==> config.mk <==
export PLATFORM = sky130hd
export DESIGN_NAME = link_retry_backoff_controller
export DESIGN_NICKNAME = d
export VERILOG_FILES = /design/src/lrb_pkg.sv /design/src/lrb_backoff.sv /design/src/lrb_step.sv /design/src/link_retry_backoff_controller.sv
export SDC_FILE = /design/constraint.sdc
export NUM_CORES = 1
export LEC_CHECK = 0
export BUFFER_PORTS_ARGS = -buffer_cell sky130_fd_sc_hd__buf_2
export CORE_UTILIZATION = 40
export CTS_CLUSTER_SIZE = 10
export DETAILED_ROUTE_END_ITERATION = 10
export GPL_ROUTABILITY_DRIVEN = 0
export PLACE_DENSITY = 0.66
export SETUP_SLACK_MARGIN = 0.02
export SYNTH_ARGS = -nofsm -noshare
export SYNTH_HDL_FRONTEND = slang
export SYNTH_SLANG_ARGS = --single-unit
==> constraint.sdc <==
create_clock -name clock -period 14.85 [get_ports clock]
set_clock_uncertainty 0.1 [all_clocks]
set_input_delay 2.97 -clock clock [delete_from_list [all_inputs] [get_ports clock]]
set_output_delay 2.97 -clock clock [all_outputs]
set_load 0.02 [all_outputs]
==> src/lrb_pkg.sv <==
// Shared types and codes for the link retry backoff controller.
// Depends on nothing; every other file refers to it by scoped names.
`timescale 1ns / 1ps
`default_nettype none

package lrb_pkg;

   // Event codes carried by a request transaction
   localparam logic [2:0] CMD_START        = 3'd0;
   localparam logic [2:0] CMD_STOP         = 3'd1;
   localparam logic [2:0] CMD_SLICE_EXPIRY = 3'd2;
   localparam logic [2:0] CMD_TX_TIMEOUT   = 3'd3;
   localparam logic [2:0] CMD_IDLE_EXPIRY  = 3'd4;
   localparam logic [2:0] CMD_TX_COMPLETE  = 3'd5;
   localparam logic [2:0] CMD_PROCESS      = 3'd6;

   // Action codes of a response transaction
   localparam logic [2:0] ACT_NONE      = 3'd0;
   localparam logic [2:0] ACT_LISTEN    = 3'd1;
   localparam logic [2:0] ACT_FRAME_OK  = 3'd2;
   localparam logic [2:0] ACT_RETRY     = 3'd3;
   localparam logic [2:0] ACT_EXHAUSTED = 3'd4;
   localparam logic [2:0] ACT_TASK_END  = 3'd5;

   // Outcome codes, meaningful with ACT_TASK_END
   localparam logic [2:0] OUT_LINKED       = 3'd0;
   localparam logic [2:0] OUT_OFFLINE      = 3'd1;
   localparam logic [2:0] OUT_DISCONNECTED = 3'd2;
   localparam logic [2:0] OUT_STILL_UP     = 3'd3;
   localparam logic [2:0] OUT_STOPPED      = 3'd4;

   // Register indexes on the csr port
   localparam logic [1:0] REG_BASE_DELAY     = 2'd0;
   localparam logic [1:0] REG_MAX_DELAY      = 2'd1;
   localparam logic [1:0] REG_MAX_FAIL_COUNT = 2'd2;
   localparam logic [1:0] REG_IDLE_LOW_POWER = 2'd3;

   localparam logic [15:0] BASE_DELAY_RESET     = 16'd100;
   localparam logic [31:0] MAX_DELAY_RESET      = 32'd10000;
   localparam logic [7:0]  MAX_FAIL_COUNT_RESET = 8'd3;
   localparam logic        IDLE_LOW_POWER_RESET = 1'b1;

   localparam logic [31:0] DELAY_SAT = 32'hFFFF_FFFF;
   localparam logic [7:0]  FAIL_SAT  = 8'hFF;

   typedef enum logic [5:0] {
      PS_IDLE    = 6'b000001,
      PS_ACTIVE  = 6'b000010,
      PS_TX_OK   = 6'b000100,
      PS_TX_FAIL = 6'b001000,
      PS_TIMEOUT = 6'b010000,
      PS_STOP    = 6'b100000
   } pending_type;

   typedef struct packed {
      pending_type pending;
      logic        task_active;
      logic [7:0]  fail_count;
      logic        link_up;
      logic        link_up_at_start;
      logic        cap_reached;
   } state_type;

   typedef struct packed {
      logic [15:0] base_delay;
      logic [31:0] max_delay;
      logic [7:0]  max_fail_count;
      logic        idle_low_power;
   } cfg_type;

   typedef struct packed {
      logic [2:0]  action;
      logic [31:0] retry_delay;
      logic        low_power_request;
      logic [2:0]  outcome;
      logic        connected;
      logic [7:0]  failures;
   } result_type;

endpackage

`default_nettype wire

==> src/lrb_backoff.sv <==
// Capped binary exponential backoff delay with 32-bit saturation.
// Depends on lrb_pkg for the saturation constant.
`timescale 1ns / 1ps
`default_nettype none

module lrb_backoff (
   input  wire logic [7:0]  fail_count,
   input  wire logic        cap_in,
   input  wire logic [15:0] base_delay,
   input  wire logic [31:0] max_delay,
   input  wire logic [15:0] random_value,
   output logic      [31:0] delay,
   output logic             cap_out
);

   logic        cap_eff;
   logic [7:0]  exponent;
   logic [47:0] shifted;
   logic [31:0] product;
   logic [32:0] sum_exp;
   logic [32:0] sum_cap;
   logic [31:0] delay_exp;
   logic [31:0] delay_cap;

   always_comb begin
      // the cap flag drops once the failure count starts over
      cap_eff   = (fail_count == 8'd1) ? 1'b0 : cap_in;
      exponent  = fail_count - 8'd1;
      shifted   = {32'd0, base_delay} << exponent[4:0];
      if (base_delay == 16'd0) begin
         product = 32'd0;
      end else if (exponent >= 8'd32 || shifted[47:32] != 16'd0) begin
         product = lrb_pkg::DELAY_SAT;
      end else begin
         product = shifted[31:0];
      end
      sum_exp   = {1'b0, product} + {17'd0, random_value};
      delay_exp = sum_exp[32] ? lrb_pkg::DELAY_SAT : sum_exp[31:0];
      sum_cap   = {1'b0, max_delay} + {17'd0, random_value};
      delay_cap = sum_cap[32] ? lrb_pkg::DELAY_SAT : sum_cap[31:0];
      cap_out   = cap_eff || (max_delay < delay_exp);
      delay     = cap_out ? delay_cap : delay_exp;
   end

endmodule

`default_nettype wire

==> src/lrb_step.sv <==
// Next-state and response logic for one event of the retry controller.
// Depends on lrb_pkg and lrb_backoff.
`timescale 1ns / 1ps
`default_nettype none

module lrb_step (
   input  wire lrb_pkg::state_type  state,
   input  wire lrb_pkg::cfg_type    cfg,
   input  wire logic [2:0]          command,
   input  wire logic [15:0]         random_value,
   output lrb_pkg::state_type       state_next,
   output lrb_pkg::result_type      result
);

   logic       open_gate;
   logic [7:0] fail_inc;
   logic [31:0] bo_delay;
   logic        bo_cap;

   assign fail_inc = (state.fail_count == lrb_pkg::FAIL_SAT) ? lrb_pkg::FAIL_SAT
                                                             : state.fail_count + 8'd1;

   lrb_backoff u_backoff (
      .fail_count   (fail_inc),
      .cap_in       (state.cap_reached),
      .base_delay   (cfg.base_delay),
      .max_delay    (cfg.max_delay),
      .random_value (random_value),
      .delay        (bo_delay),
      .cap_out      (bo_cap)
   );

   always_comb begin
      open_gate  = (state.pending != lrb_pkg::PS_TIMEOUT) &&
                   (state.pending != lrb_pkg::PS_STOP);
      state_next = state;
      result     = '0;
      case (command)
         lrb_pkg::CMD_START: begin
            state_next.pending          = lrb_pkg::PS_ACTIVE;
            state_next.link_up_at_start = state.link_up;
         end
         lrb_pkg::CMD_STOP: begin
            if (state.task_active) begin
               state_next.fail_count = 8'd0;
               state_next.pending    = lrb_pkg::PS_STOP;
            end
         end
         lrb_pkg::CMD_SLICE_EXPIRY: begin
            if (open_gate) state_next.pending = lrb_pkg::PS_TIMEOUT;
         end
         lrb_pkg::CMD_TX_TIMEOUT: begin
            if (open_gate) state_next.pending = lrb_pkg::PS_TX_FAIL;
         end
         lrb_pkg::CMD_IDLE_EXPIRY: begin
            if (open_gate) state_next.pending = lrb_pkg::PS_ACTIVE;
         end
         lrb_pkg::CMD_TX_COMPLETE: begin
            if (open_gate && state.task_active) state_next.pending = lrb_pkg::PS_TX_OK;
         end
         lrb_pkg::CMD_PROCESS: begin
            case (state.pending)
               lrb_pkg::PS_ACTIVE: begin
                  state_next.pending     = lrb_pkg::PS_IDLE;
                  state_next.task_active = 1'b1;
                  result.action          = lrb_pkg::ACT_LISTEN;
               end
               lrb_pkg::PS_TX_OK: begin
                  state_next.fail_count = 8'd0;
                  if (!state.link_up) begin
                     state_next.pending     = lrb_pkg::PS_IDLE;
                     state_next.link_up     = 1'b1;
                     state_next.task_active = 1'b0;
                     result.action          = lrb_pkg::ACT_TASK_END;
                     result.outcome         = lrb_pkg::OUT_LINKED;
                  end else begin
                     state_next.pending = lrb_pkg::PS_TIMEOUT;
                     result.action      = lrb_pkg::ACT_FRAME_OK;
                  end
               end
               lrb_pkg::PS_TX_FAIL: begin
                  state_next.fail_count = fail_inc;
                  if (fail_inc >= cfg.max_fail_count) begin
                     state_next.pending = lrb_pkg::PS_TIMEOUT;
                     result.action      = lrb_pkg::ACT_EXHAUSTED;
                  end else begin
                     state_next.pending       = lrb_pkg::PS_IDLE;
                     state_next.cap_reached   = bo_cap;
                     result.action            = lrb_pkg::ACT_RETRY;
                     result.retry_delay       = bo_delay;
                     result.low_power_request = cfg.idle_low_power;
                  end
               end
               lrb_pkg::PS_TIMEOUT: begin
                  if (!state.link_up_at_start) begin
                     result.outcome = lrb_pkg::OUT_OFFLINE;
                  end else if (state.fail_count != 8'd0) begin
                     state_next.link_up = 1'b0;
                     result.outcome     = lrb_pkg::OUT_DISCONNECTED;
                  end else begin
                     result.outcome = lrb_pkg::OUT_STILL_UP;
                  end
                  state_next.pending     = lrb_pkg::PS_IDLE;
                  state_next.fail_count  = 8'd0;
                  state_next.task_active = 1'b0;
                  result.action          = lrb_pkg::ACT_TASK_END;
               end
               lrb_pkg::PS_STOP: begin
                  result.outcome         = lrb_pkg::OUT_STOPPED;
                  state_next.pending     = lrb_pkg::PS_IDLE;
                  state_next.fail_count  = 8'd0;
                  state_next.task_active = 1'b0;
                  result.action          = lrb_pkg::ACT_TASK_END;
               end
               default: begin
                  // idle pending state: nothing to carry out
               end
            endcase
         end
         default: begin
            // unused command code: ignore
         end
      endcase
      result.connected = state_next.link_up;
      result.failures  = state_next.fail_count;
   end

endmodule

`default_nettype wire

==> src/link_retry_backoff_controller.sv <==
// An accepted request moves from the input register to the response register.
// Throughput: one transaction per cycle when not stalled; each event updates state
// in a single pass through the step logic between input and response registers.
// Reset (synchronous, active high) empties both registers, clears the controller
// state and loads the register defaults; no clearing pass, accepts at once.
// Depends on lrb_pkg, lrb_step and lrb_backoff.
`timescale 1ns / 1ps
`default_nettype none

module link_retry_backoff_controller (
   input  wire logic        clock,
   input  wire logic        reset,
   // request channel
   input  wire logic        req_valid,
   output logic             req_stall,
   input  wire logic [2:0]  req_command,
   input  wire logic [15:0] req_random_value,
   // response channel
   output logic             rsp_valid,
   input  wire logic        rsp_stall,
   output logic      [2:0]  rsp_action,
   output logic      [31:0] rsp_retry_delay,
   output logic             rsp_low_power_request,
   output logic      [2:0]  rsp_outcome,
   output logic             rsp_connected,
   output logic      [7:0]  rsp_failures,
   // configuration
   input  wire logic        csr_write_enable,
   input  wire logic [1:0]  csr_index,
   input  wire logic [31:0] csr_write_data
);

   // input register
   logic        in_valid_ff;
   logic        in_valid_in;
   logic [2:0]  in_command_ff;
   logic [15:0] in_random_ff;

   // response register
   logic                rsp_valid_ff;
   logic                rsp_valid_in;
   lrb_pkg::result_type rsp_data_ff;

   lrb_pkg::state_type  state_ff;
   lrb_pkg::state_type  state_in;
   lrb_pkg::cfg_type    cfg_ff;
   lrb_pkg::cfg_type    cfg_in;
   lrb_pkg::result_type step_result;

   logic rsp_free;
   logic advance;
   logic req_take;

   // the response register takes a new transaction when empty or being drained
   assign rsp_free  = !rsp_valid_ff || !rsp_stall;
   assign advance   = in_valid_ff && rsp_free;
   // hold the request side only while the input register cannot move on
   assign req_stall = in_valid_ff && !rsp_free;
   assign req_take  = req_valid && !req_stall;

   assign in_valid_in  = req_take || (in_valid_ff && !advance);
   assign rsp_valid_in = advance || (rsp_valid_ff && rsp_stall);

   lrb_step u_step (
      .state        (state_ff),
      .cfg          (cfg_ff),
      .command      (in_command_ff),
      .random_value (in_random_ff),
      .state_next   (state_in),
      .result       (step_result)
   );

   always_ff @(posedge clock) begin
      if (reset) begin
         in_valid_ff  <= 1'b0;
         rsp_valid_ff <= 1'b0;
      end else begin
         in_valid_ff  <= in_valid_in;
         rsp_valid_ff <= rsp_valid_in;
      end
   end

   // payload registers: load on transfer, hold otherwise
   always_ff @(posedge clock) begin
      if (req_take) begin
         in_command_ff <= req_command;
         in_random_ff  <= req_random_value;
      end
      if (advance) begin
         rsp_data_ff <= step_result;
      end
   end

   // controller state advances exactly when a transaction leaves the input register
   always_ff @(posedge clock) begin
      if (reset) begin
         state_ff.pending          <= lrb_pkg::PS_IDLE;
         state_ff.task_active      <= 1'b0;
         state_ff.fail_count       <= 8'd0;
         state_ff.link_up          <= 1'b0;
         state_ff.link_up_at_start <= 1'b0;
         state_ff.cap_reached      <= 1'b0;
      end else if (advance) begin
         state_ff <= state_in;
      end
   end

   // register writes, masked to each register's width
   always_comb begin
      cfg_in = cfg_ff;
      if (csr_write_enable) begin
         case (csr_index)
            lrb_pkg::REG_BASE_DELAY:     cfg_in.base_delay     = csr_write_data[15:0];
            lrb_pkg::REG_MAX_DELAY:      cfg_in.max_delay      = csr_write_data;
            lrb_pkg::REG_MAX_FAIL_COUNT: cfg_in.max_fail_count = csr_write_data[7:0];
            lrb_pkg::REG_IDLE_LOW_POWER: cfg_in.idle_low_power = csr_write_data[0];
            default: begin
            end
         endcase
      end
   end

   always_ff @(posedge clock) begin
      if (reset) begin
         cfg_ff.base_delay     <= lrb_pkg::BASE_DELAY_RESET;
         cfg_ff.max_delay      <= lrb_pkg::MAX_DELAY_RESET;
         cfg_ff.max_fail_count <= lrb_pkg::MAX_FAIL_COUNT_RESET;
         cfg_ff.idle_low_power <= lrb_pkg::IDLE_LOW_POWER_RESET;
      end else begin
         cfg_ff <= cfg_in;
      end
   end

   assign rsp_valid             = rsp_valid_ff;
   assign rsp_action            = rsp_data_ff.action;
   assign rsp_retry_delay       = rsp_data_ff.retry_delay;
   assign rsp_low_power_request = rsp_data_ff.low_power_request;
   assign rsp_outcome           = rsp_data_ff.outcome;
   assign rsp_connected         = rsp_data_ff.connected;
   assign rsp_failures          = rsp_data_ff.failures;

endmodule

`default_nettype wire

Word level (Yosys, flattened, before mapping)
Cells that the tools add are included.
{ "word_totals": {"reg_bits": 144, "inputBits": 58, "out_inout_bits": 50, "word_cells": 123} }
{ "op_classes": {"n_addsub": 4, "n_lt_le_gt_ge": 3, "n_eq_ne": 25, "shifts": 1, "muxes": 31, "bitwise": 3, "reduce_logical": 36} }
{ "ops": {"columns": ["op", "count"], "rows": [
  ["$mux W32", 5],
  ["$add A32 B16 Y33", 2],
  ["$shl A16 B5 Y48", 1],
  ["$pmux W6 S7", 1],
  ["$lt A32 B32 Y1", 1],
  ["$pmux W8 S2", 2],
  ["$mux W6", 5],
  ["$pmux W6 S3", 1],
  ["$logic_not A16 Y1", 1],
  ["$mux W8", 2],
  ["$reduce_bool A16 Y1", 1],
  ["$pmux W3 S4", 1],
  ["$mux W5", 2],
  ["$reduce_and A2 Y1", 5],
  ["$eq A3 B3 Y1 const B", 3],
  ["$reduce_or A3 Y1", 3],
  ["$add A8 B1 Y8 const B", 1],
  ["$eq A8 B1 Y1 const B", 1],
  ["$eq A8 B8 Y1 const B", 1],
  ["$ge A8 B6 Y1 const B", 1],
  ["$ge A8 B8 Y1", 1],
  ["$ne A2 B1 Y1 const B", 4],
  ["$reduce_and A4 Y1", 2],
  ["$reduce_and A8 Y1", 1],
  ["30 further kinds", 55]
]} }

Depth between registers and ports, before layout
Gate-level depths: netlist of run 1.
{ "depth": {"ltp_word": 13, "depth_mapped": 47} }

Modules after synthesis
A second synthesis of run 1 with hierarchy kept.
{ "hier_totals": {"cells_unflattened": 1390, "area_unflattened_um2": 12525.8} }
{ "by_module_without_submodules": {"columns": ["module", "instances", "cells_per_inst", "area_per_inst_um2", "seq_area_each_um2"], "rows": [
  ["lrb_backoff", 1, 777, 5671.7, 0.0],
  ["link_retry_backoff_controller", 1, 390, 5331.4, 3553.4],
  ["lrb_step", 1, 223, 1522.7, 0.0]
]} }

Least setup slack after synthesis of run 1
OpenSTA, ideal clock, no wires.
{ "synth_path": {"kind": "reg2reg", "from": "register state_ff[3] in the netlist's numbering", "to": "register rsp_data_ff (netlist bit rsp_retry_delay[10]) (data pin)", "setup_time_ns": 0.281, "arrival_time_ns": 8.977, "required_time_ns": 14.469, "slack_ns": 5.492, "path_stages_with_launch": 45, "n_path_buf": 10, "period_less_slack_ns": 9.358, "cell_sequence": "dfxtp_1 buf_2 buf_2 inv_1 ha_1 buf_2 nor2b_2 buf_2 nor2_1 o221a_1 a211o_1 o41a_1 or3_4 o21ai_2 clkbuf_1 clkbuf_1 a21oi_1 ha_1 (+9 left out) clkbuf_1 o21a_1 buf_2 a211oi_1 ha_1 a21o_1 a21o_1 a21o_1 a21oi_1 nor2b_1 o21ai_0 a2111oi_0 o31ai_1 nor2_4 a21oi_2 buf_6 buf_6 a221oi_2"} }
{ "synth_between": {"elab_chain_cells": 13, "word_cells_on_any_way": 19, "classes_between": "add/sub: 3; order compare: 3; eq/ne: 2; shift: 1; mux: 6; reduce/logical: 4"} }
{ "synth_lines": {"columns": ["element", "line_no", "rtl"], "rows": [
  ["start: declaration", "link_retry_backoff_controller.sv:44", "lrb_pkg::state_type state_ff;"],
  ["start signal: assignment", "link_retry_backoff_controller.sv:104", "state_ff <= state_in;"],
  ["$add A8 B1 Y8 / $eq A8 B8 Y1 (equally long branches)", "lrb_step.sv:21, lrb_step.sv:20", null],
  ["$mux W8 *", "lrb_step.sv:20", "assign fail_inc = (state.fail_count == lrb_pkg::FAIL_SAT) ? lrb_pkg::FAIL_SAT"],
  ["$sub A8 B1 Y8", "lrb_backoff.sv:28", "exponent = fail_count - 8'd1;"],
  ["$shl A16 B5 Y48", "lrb_backoff.sv:29", "shifted = {32'd0, base_delay} << exponent[4:0];"],
  ["$reduce_bool A16 Y1", "lrb_backoff.sv:32", "end else if (exponent >= 8'd32 || shifted[47:32] != 16'd0) begin"],
  ["$logic_or A1 B1 Y1", "lrb_backoff.sv:32", null],
  ["$mux W32", "lrb_backoff.sv:32", null],
  ["$mux W32", "lrb_backoff.sv:30", "if (base_delay == 16'd0) begin"],
  ["$add A32 B16 Y33", "lrb_backoff.sv:37", "sum_exp = {1'b0, product} + {17'd0, random_value};"],
  ["$mux W32", "lrb_backoff.sv:38", "delay_exp = sum_exp[32] ? lrb_pkg::DELAY_SAT : sum_exp[31:0];"],
  ["$lt A32 B32 Y1", "lrb_backoff.sv:41", "cap_out = cap_eff || (max_delay < delay_exp);"],
  ["$logic_or A1 B1 Y1", "lrb_backoff.sv:41", null],
  ["$mux W32", "lrb_backoff.sv:42", "delay = cap_out ? delay_cap : delay_exp;"],
  ["end signal: assignment", "link_retry_backoff_controller.sv:90", "rsp_data_ff <= step_result;"],
  ["end: declaration", "link_retry_backoff_controller.sv:42", "lrb_pkg::result_type rsp_data_ff;"]
]} }
Mark *: on every way between the ends. The rest lies on a longest branch, timed or not.
A chain may end at the register's enable or synchronous reset.

Worst setup path after layout of run 1
{ "layout_path": {"from": "register state_ff[3] in the netlist's numbering", "to": "register rsp_data_ff (netlist bit rsp_retry_delay[1]) (data pin)"} }
Same word-level chain as after synthesis.

==> impl_metrics.ini, run 1 <==
[sta]
rsz0062_at_grt = false
setup_viol = 0
fin_crit_sh_pct = 80.05
min_period_ps = 11890
drv_slew = 0
tightestPinTransition_ps = 1056
finalSetupTns_ps = 0
max_freq_ghz = 0.08412
hold_violations = 0
slew_headroom_pct = 29.26

[grt]
track_usage_pct = 24.81
grt_antenna_before_repair = 0
grt_pass1_wl_mm = 56.37
overflow = 0
first_global_vias = 10300
grt_max_degree = 78

[synthesis]
ys.flop_type = dfxtp_1
synth_cell_types = 99
ys_seq_area_share_pct = 31.18
synth-seq-cells = 144
synth.net_count = 1507
yosysWarningCount = 0
synthArstFlopShare_pct = 0
synth_edf_count = 67
postSynthCellCount = 1374
avgSynthCellArea_sq_um = 8.295
syn-cell-area_sq_um = 11400

[floorplan]
initial_core_util_pct = 40.80
rows = 61
chipHeight_microns = 170.8
num_io_pins = 108
die_width_microns = 170.8
dieArea_sq_um = 29170
fp.coreArea_sq_um = 27930

[worst_setup_path]
cpMaxStageDelayCell = dfxtp_1
crit_path_end_kind = flip-flop
critPathMaxStageDelay_ps = 900
startpoint_type = flip-flop
reg2reg_depth = 34
required_ps = 15010
endpoint = rsp_retry_delay[1]
r2r-start = state_ff[3]
cp_max_fo = 31
startpoint = state_ff[3]
cp.arrival_ps = 12050
regToRegSetupSlack_ps = 2960
path_class = flip-flop to flip-flop
regToRegEndpoint = rsp_retry_delay[1]

[power]
power.internal_mw = 0.7400
pwr-share-seq_pct = 41.3
clock_power_share_pct = 41.8
p_leak_nw = 4.832
ir_worst_vdd_mv = 0.08728
netSwitchingFraction_pct = 31.37
p_per_area_nw_per_um2 = 85.09
power_switching_mw = 0.3382
p_comb_share_pct = 16.9

[clock_network]
post-cts-setup-buffers = 0
cts_buffers = 17
clock_sinks = 144
cts_buffer_depth = 2
insertion_delay_ps = 440
cts.clk_slew.worst_paths_ps = 70
cts_hold_buf = 0
cts_tree = built
ctsRootBufferMaster = clkbuf_16
cts_resized = 0
htree_levels = 4

[cells_and_area]
nFillCells = 2809
final-seq-area_sq_um = 3553
diodes = 0
fin_area_sq_um = 12670
multi_input_area_sq_um = 7273
fin_nets = 1549
drive_gt1_share_pct = 14.84
area_growth_pct = 11.18

[routing]
vias = 11040
dr.pass1.iters = 6
wl_per_cell_microns = 19.69
ant_nets = 0
drt_wl_total_mm = 35.58
drc = 0
first_iter_violations = 1241
via_per_inst = 6.112

[placed_design]
placed_area_sq_um = 12040
dpl.hpwl_mm = 26.20
numPortBuffers = 107

[run]
drv_cap = 0

[run_status]
outcome = completed

[hold_path]
hp-class = flip-flop to flip-flop
[cells by family after synthesis]
| logic type | synth area share, % |
|---|---|
| adders and majority gates | 8.365 |
| and+or+nand+nor | 22.69 |
| DFF | 31.18 |
| xor gates and xnor gates | 4.007 |
| AOI/OAI and AO/OA | 26.19 |
| buffers and inverters | 5.193 |
| muxes | 2.371 |
[layer usage]
| metal | GRT usage (%) | part of all wire (%) |
|---|---|---|
| met1 | 33.40 | 44 |
| met2 | 38.92 | 45 |
| met3 | 3.840 | 7.4 |
| met4 | 11.44 | 4.0 |
| met5 | 0 | 0 |
[registers in the layout, summed over array words and instances, names as in the netlist]
signal / count
rsp_valid: 1
rsp_failures: 8
cfg_ff: 57
rsp_outcome: 3
rsp_low_power_request: 1
rsp_retry_delay: 32
rsp_action: 3
in_valid_ff: 1
state_ff: 18
rsp_connected: 1
in_command_ff: 3
in_random_ff: 16
[critical path: cells and delay by family (launching register included)]
| family | cells | cell delay, ps |
|---|---|---|
| flops | 1 | 900 |
| simple gates | 10 | 3830 |
| buf+inv | 2 | 650 |
| fa+ha+maj | 3 | 1390 |
| compound gates | 19 | 4780 |
[metrics by stage]
step / instances / util (%) / power (mW) / hold WS (ps) / worst slack, ps
2_1_floorplan: 1374 / - / 0.5818 / 336.3 / 5492
3_3_place_gp: 1775 / 43.11 / 0.6294 / 346.0 / 3671
3_5_place_dp: 1775 / 43.11 / 0.6326 / 350.3 / 3274
4_1_cts: 1807 / 45.36 / 1.085 / 360.6 / 3214
5_1_grt: 1807 / 45.36 / 1.118 / 379.4 / 2130
6_report: 1807 / 45.36 / 1.078 / 362.3 / 2963
[power by group through the flow]
stage               Combinational [mW]  Sequential [mW]  Clock (mW)
floorplan                        0.130            0.452           0
global placement                 0.176            0.454           0
detailed placement               0.179            0.454           0
CTS                              0.180            0.445       0.460
global route                     0.198            0.447       0.473
finish                           0.182            0.446       0.451
[worst min path at each step]
| stage | from | end | slack (ps) | depth (start not counted) |
|---|---|---|---|---|
| after floorplan | cfg_ff[3] | cfg_ff[3] | 340 | 2 |
| after global placement | cfg_ff[8] | cfg_ff[8] | 350 | 2 |
| after detailed placement | cfg_ff[8] | cfg_ff[8] | 350 | 2 |
| after CTS | cfg_ff[8] | cfg_ff[8] | 360 | 2 |
| after global routing | cfg_ff[7] | cfg_ff[7] | 380 | 2 |
| final | cfg_ff[8] | cfg_ff[8] | 360 | 2 |
[cells in the mapped netlist, drive strengths merged (6+ instances only)]
library cell	count	area share (%)
dfxtp	77	14
a22oi	8	0.57
a22o	8	0.61
nand4	18	1.0
nor2	112	3.8
a211oi	20	1.4
a21oi	132	5.8
or3	14	0.81
inv	33	1.1
nand2	203	6.8
nor3	37	1.7
mux2i	21	1.9
nand2b	16	0.88
a221oi	34	3.2
and2	11	0.60
a21o	21	1.4
o21ai	60	2.7
a2bb2oi	9	0.69
clkbuf	51	1.7
o211ai	17	1.2
xnor2	27	2.5
nand3b	13	0.86
o22ai	17	0.93
o22a	9	0.69
nor2b	12	0.68
ha	73	8.0
o21a	17	1.1
xor2	17	1.5
nor4	14	0.90
edfxtp	67	18
nand3	38	1.8
and3	16	0.92
a211o	7	0.54
o31ai	6	0.40
buf	44	2.4
or2	11	0.60
a31oi	9	0.49
[layout make-up]
type / count / share of cell area (%)
well taps: 378 / 3.733
inverters: 33 / 0.9776
multi-input cells: 1102 / 57.40
clock inverters: 13 / 1.215
flip-flops and latches: 144 / 28.04
repair buffers: 118 / 4.878
clock buffers: 19 / 3.752
[cells in the final DEF, fill, tap and decap left out, types with 19 or more instances in the layout]
| master | Yosys | final |
|---|---|---|
| nand2_1 | 200 | 200 |
| inv_1 | 33 | 33 |
| xnor2_1 | 23 | 23 |
| nor2_1 | 109 | 108 |
| nand3_1 | 36 | 36 |
| dfxtp_1 | 77 | 77 |
| nor3_1 | 36 | 36 |
| edfxtp_1 | 67 | 67 |
| ha_1 | 73 | 73 |
| a21o_1 | 21 | 21 |
| a21oi_1 | 131 | 131 |
| clkbuf_16 | 0 | 19 |
| mux2i_1 | 20 | 20 |
| a221oi_1 | 23 | 23 |
| o21ai_0 | 54 | 54 |
| buf_2 | 28 | 107 |
Note: power is estimated with default switching activity, not from simulation.
==> inputs of run 2 (changes only) <==
--- a/config.mk
+++ b/config.mk
@@ -10,7 +10,7 @@
 export CTS_CLUSTER_SIZE = 10
 export DETAILED_ROUTE_END_ITERATION = 10
 export GPL_ROUTABILITY_DRIVEN = 0
-export PLACE_DENSITY = 0.66
+export PLACE_DENSITY = 0.68
 export SETUP_SLACK_MARGIN = 0.02
 export SYNTH_ARGS = -nofsm -noshare
 export SYNTH_HDL_FRONTEND = slang
==> constraint.sdc (replaced) <==
create_clock -name clock -period 9.9 [get_ports clock]
set_clock_uncertainty 0.1 [all_clocks]
set_input_delay 1.98 -clock clock [delete_from_list [all_inputs] [get_ports clock]]
set_output_delay 1.98 -clock clock [all_outputs]
set_load 0.02 [all_outputs]
==> run 2 against run 1 <==
Net effect:
- critical path depth is 4 lower
- largest cell class unchanged
- die area stayed put
- fmax is 26% higher
- critical endpoint is now rsp_retry_delay[0]
- register-to-register slack worse by 2500 ps
- hold slack worse by 3.3 ps
- clock power is 47% higher
- global-route usage is 0.11 points lower
- utilization is 0.45 points higher
- non-clock buffer count is 14 higher
- via count is 1.7% higher
==> impl_metrics.ini, run 2 (synthesis results as in run 1) <==
[run_status]
outcome = completed

[hold_path]
min-delay-start = cfg_ff[5]
worstHoldPathCells = 2
hold_end = cfg_ff[5]
hp-class = flip-flop to flip-flop

[worst_setup_path]
startpoint_type = flip-flop
path_class = flip-flop to flip-flop
regToRegEndpoint = rsp_retry_delay[0]
regToRegSetupSlack_ps = 460
cpMaxStageDelayCell = a2111oi_0
r2r-start = state_ff[3]
crit_path_end_kind = flip-flop
required_ps = 9920
reg2reg_depth = 30
cp_max_fo = 16
critPathMaxStageDelay_ps = 730
worstSetupPathDepth = 30
cp.arrival_ps = 9460
path_buf_inv = 2
cp_top_family = compound AO/OA/AOI/OAI gates

[sta]
min_period_ps = 9444
max_freq_ghz = 0.1059
tightestPinTransition_ps = 1072
hold_violations = 0
drv_slew = 0
whs_ps = 359.0
rsz0062_at_grt = false
setup_ws_ps = 455.6
fin_crit_sh_pct = 95.40
slew_headroom_pct = 26.66
finalSetupTns_ps = 0
setup_viol = 0

[clock_network]
insertion_delay_ps = 440
cts.clk_slew.worst_paths_ps = 70
cts_buffer_depth = 2
ctsRootBufferMaster = clkbuf_16
cts_buffers = 17
cts_tree = built
clock_sinks = 144
htree_levels = 4
post-cts-setup-buffers = 0

[floorplan]
initial_core_util_pct = 40.80
die_width_microns = 170.8
rows = 61
fp.coreArea_sq_um = 27930
num_io_pins = 108
dieArea_sq_um = 29170
chipHeight_microns = 170.8

[cells_and_area]
layout_common_cells = nand2_1 (200), a21oi_1 (131), nor2_1 (108), buf_2 (107), dfxtp_1 (76)
multi_input_area_sq_um = 7320
final_cell_count_no_fill = 1821
fin_nets = 1563
largest_reg_flops = 57
layout_commonest_cell = nand2_1
nFillCells = 2766
fin_area_sq_um = 12800
diodes = 0
drive_gt1_share_pct = 16.01
area_growth_pct = 12.27
final-seq-area_sq_um = 3555
regMostFlops = cfg_ff

[placed_design]
dp.cells = 1789
numPortBuffers = 107
placed_area_sq_um = 12150
pre_cts_ws_ps = 339.4
dpl.hpwl_mm = 26.39

[grt]
track_usage_pct = 24.70
overflow = 0
grt_max_degree = 78
grt_pass1_wl_mm = 55.95
first_global_vias = 10290
grt_antenna_before_repair = 0

[routing]
wl_met3_mm = 2.773
vias = 11240
route.top_layer_used = met4
wl_per_cell_microns = 19.78
drc = 0
dr.pass1.iters = 7
first_iter_violations = 1499
via_per_inst = 6.171
drt_wl_total_mm = 36.03
ant_nets = 0
wl_met1_mm = 15.60
met2_length_mm = 16.56

[power]
p_per_area_nw_per_um2 = 126.0
ir_worst_vdd_mv = 0.1156
p_leak_nw = 4.891

[run]
drv_cap = 0
## run 2: timing repair
item / 4_1_cts / 5_1_grt
setup endpoints to repair: 0 / 33
hold buffers: 0 / 0
gates resized for setup: 0 / 11
## run 2: worst max-delay path by stage
stage                           start                   to
after global placement    state_ff[4]  rsp_retry_delay[23]
after floorplan           state_ff[3]  rsp_retry_delay[10]
after detailed placement  state_ff[4]   rsp_retry_delay[1]
final                     state_ff[3]   rsp_retry_delay[0]
after CTS                 state_ff[3]   rsp_retry_delay[1]
after global routing      state_ff[3]  rsp_retry_delay[28]
## run 2: final cells by class
type	instances	share of cell area, %
Multi-Input combinational cell	1102	57.20
Sequential cell	144	27.78
Timing Repair Buffer	132	5.681
Tap cell	378	3.696
Clock buffer	17	3.325
Clock inverter	15	1.349
Inverter	33	0.9680
## run 2: metal layers
| metal | vias to the layer above | track usage [%] |
|---|---|---|
| met3 | 87 | 4.256 |
| met1 | 5366 | 33.17 |
| li1 | 5235 | - |
| met4 | 0 | 10.11 |
| met5 | - | 0 |
| met2 | 549 | 39.09 |
## run 2: report_power, final
group	switching [mW]	total (mW)	internal, mW
Sequential	0.0239	0.668	0.644
Combinational	0.179	0.279	0.0998
Clock	0.286	0.665	0.379
Total	0.489	1.61	1.12
## run 2: stage by stage
| stage | utilization [%] | total power [mW] |
|---|---|---|
| floorplan | - | 0.8727 |
| global placement | 43.48 | 0.9483 |
| detailed placement | 43.48 | 0.9523 |
| CTS | 45.62 | 1.616 |
| global route | 45.81 | 1.673 |
| finish | 45.81 | 1.612 |
## run 2: worst register-to-register path, delay by kind of cell, from the launching register on
kind	cells	cell delay, ps
flops	1	520
simple gates	9	2420
fa+ha+maj	3	930
buf+inv	2	430
compound gates	16	4720
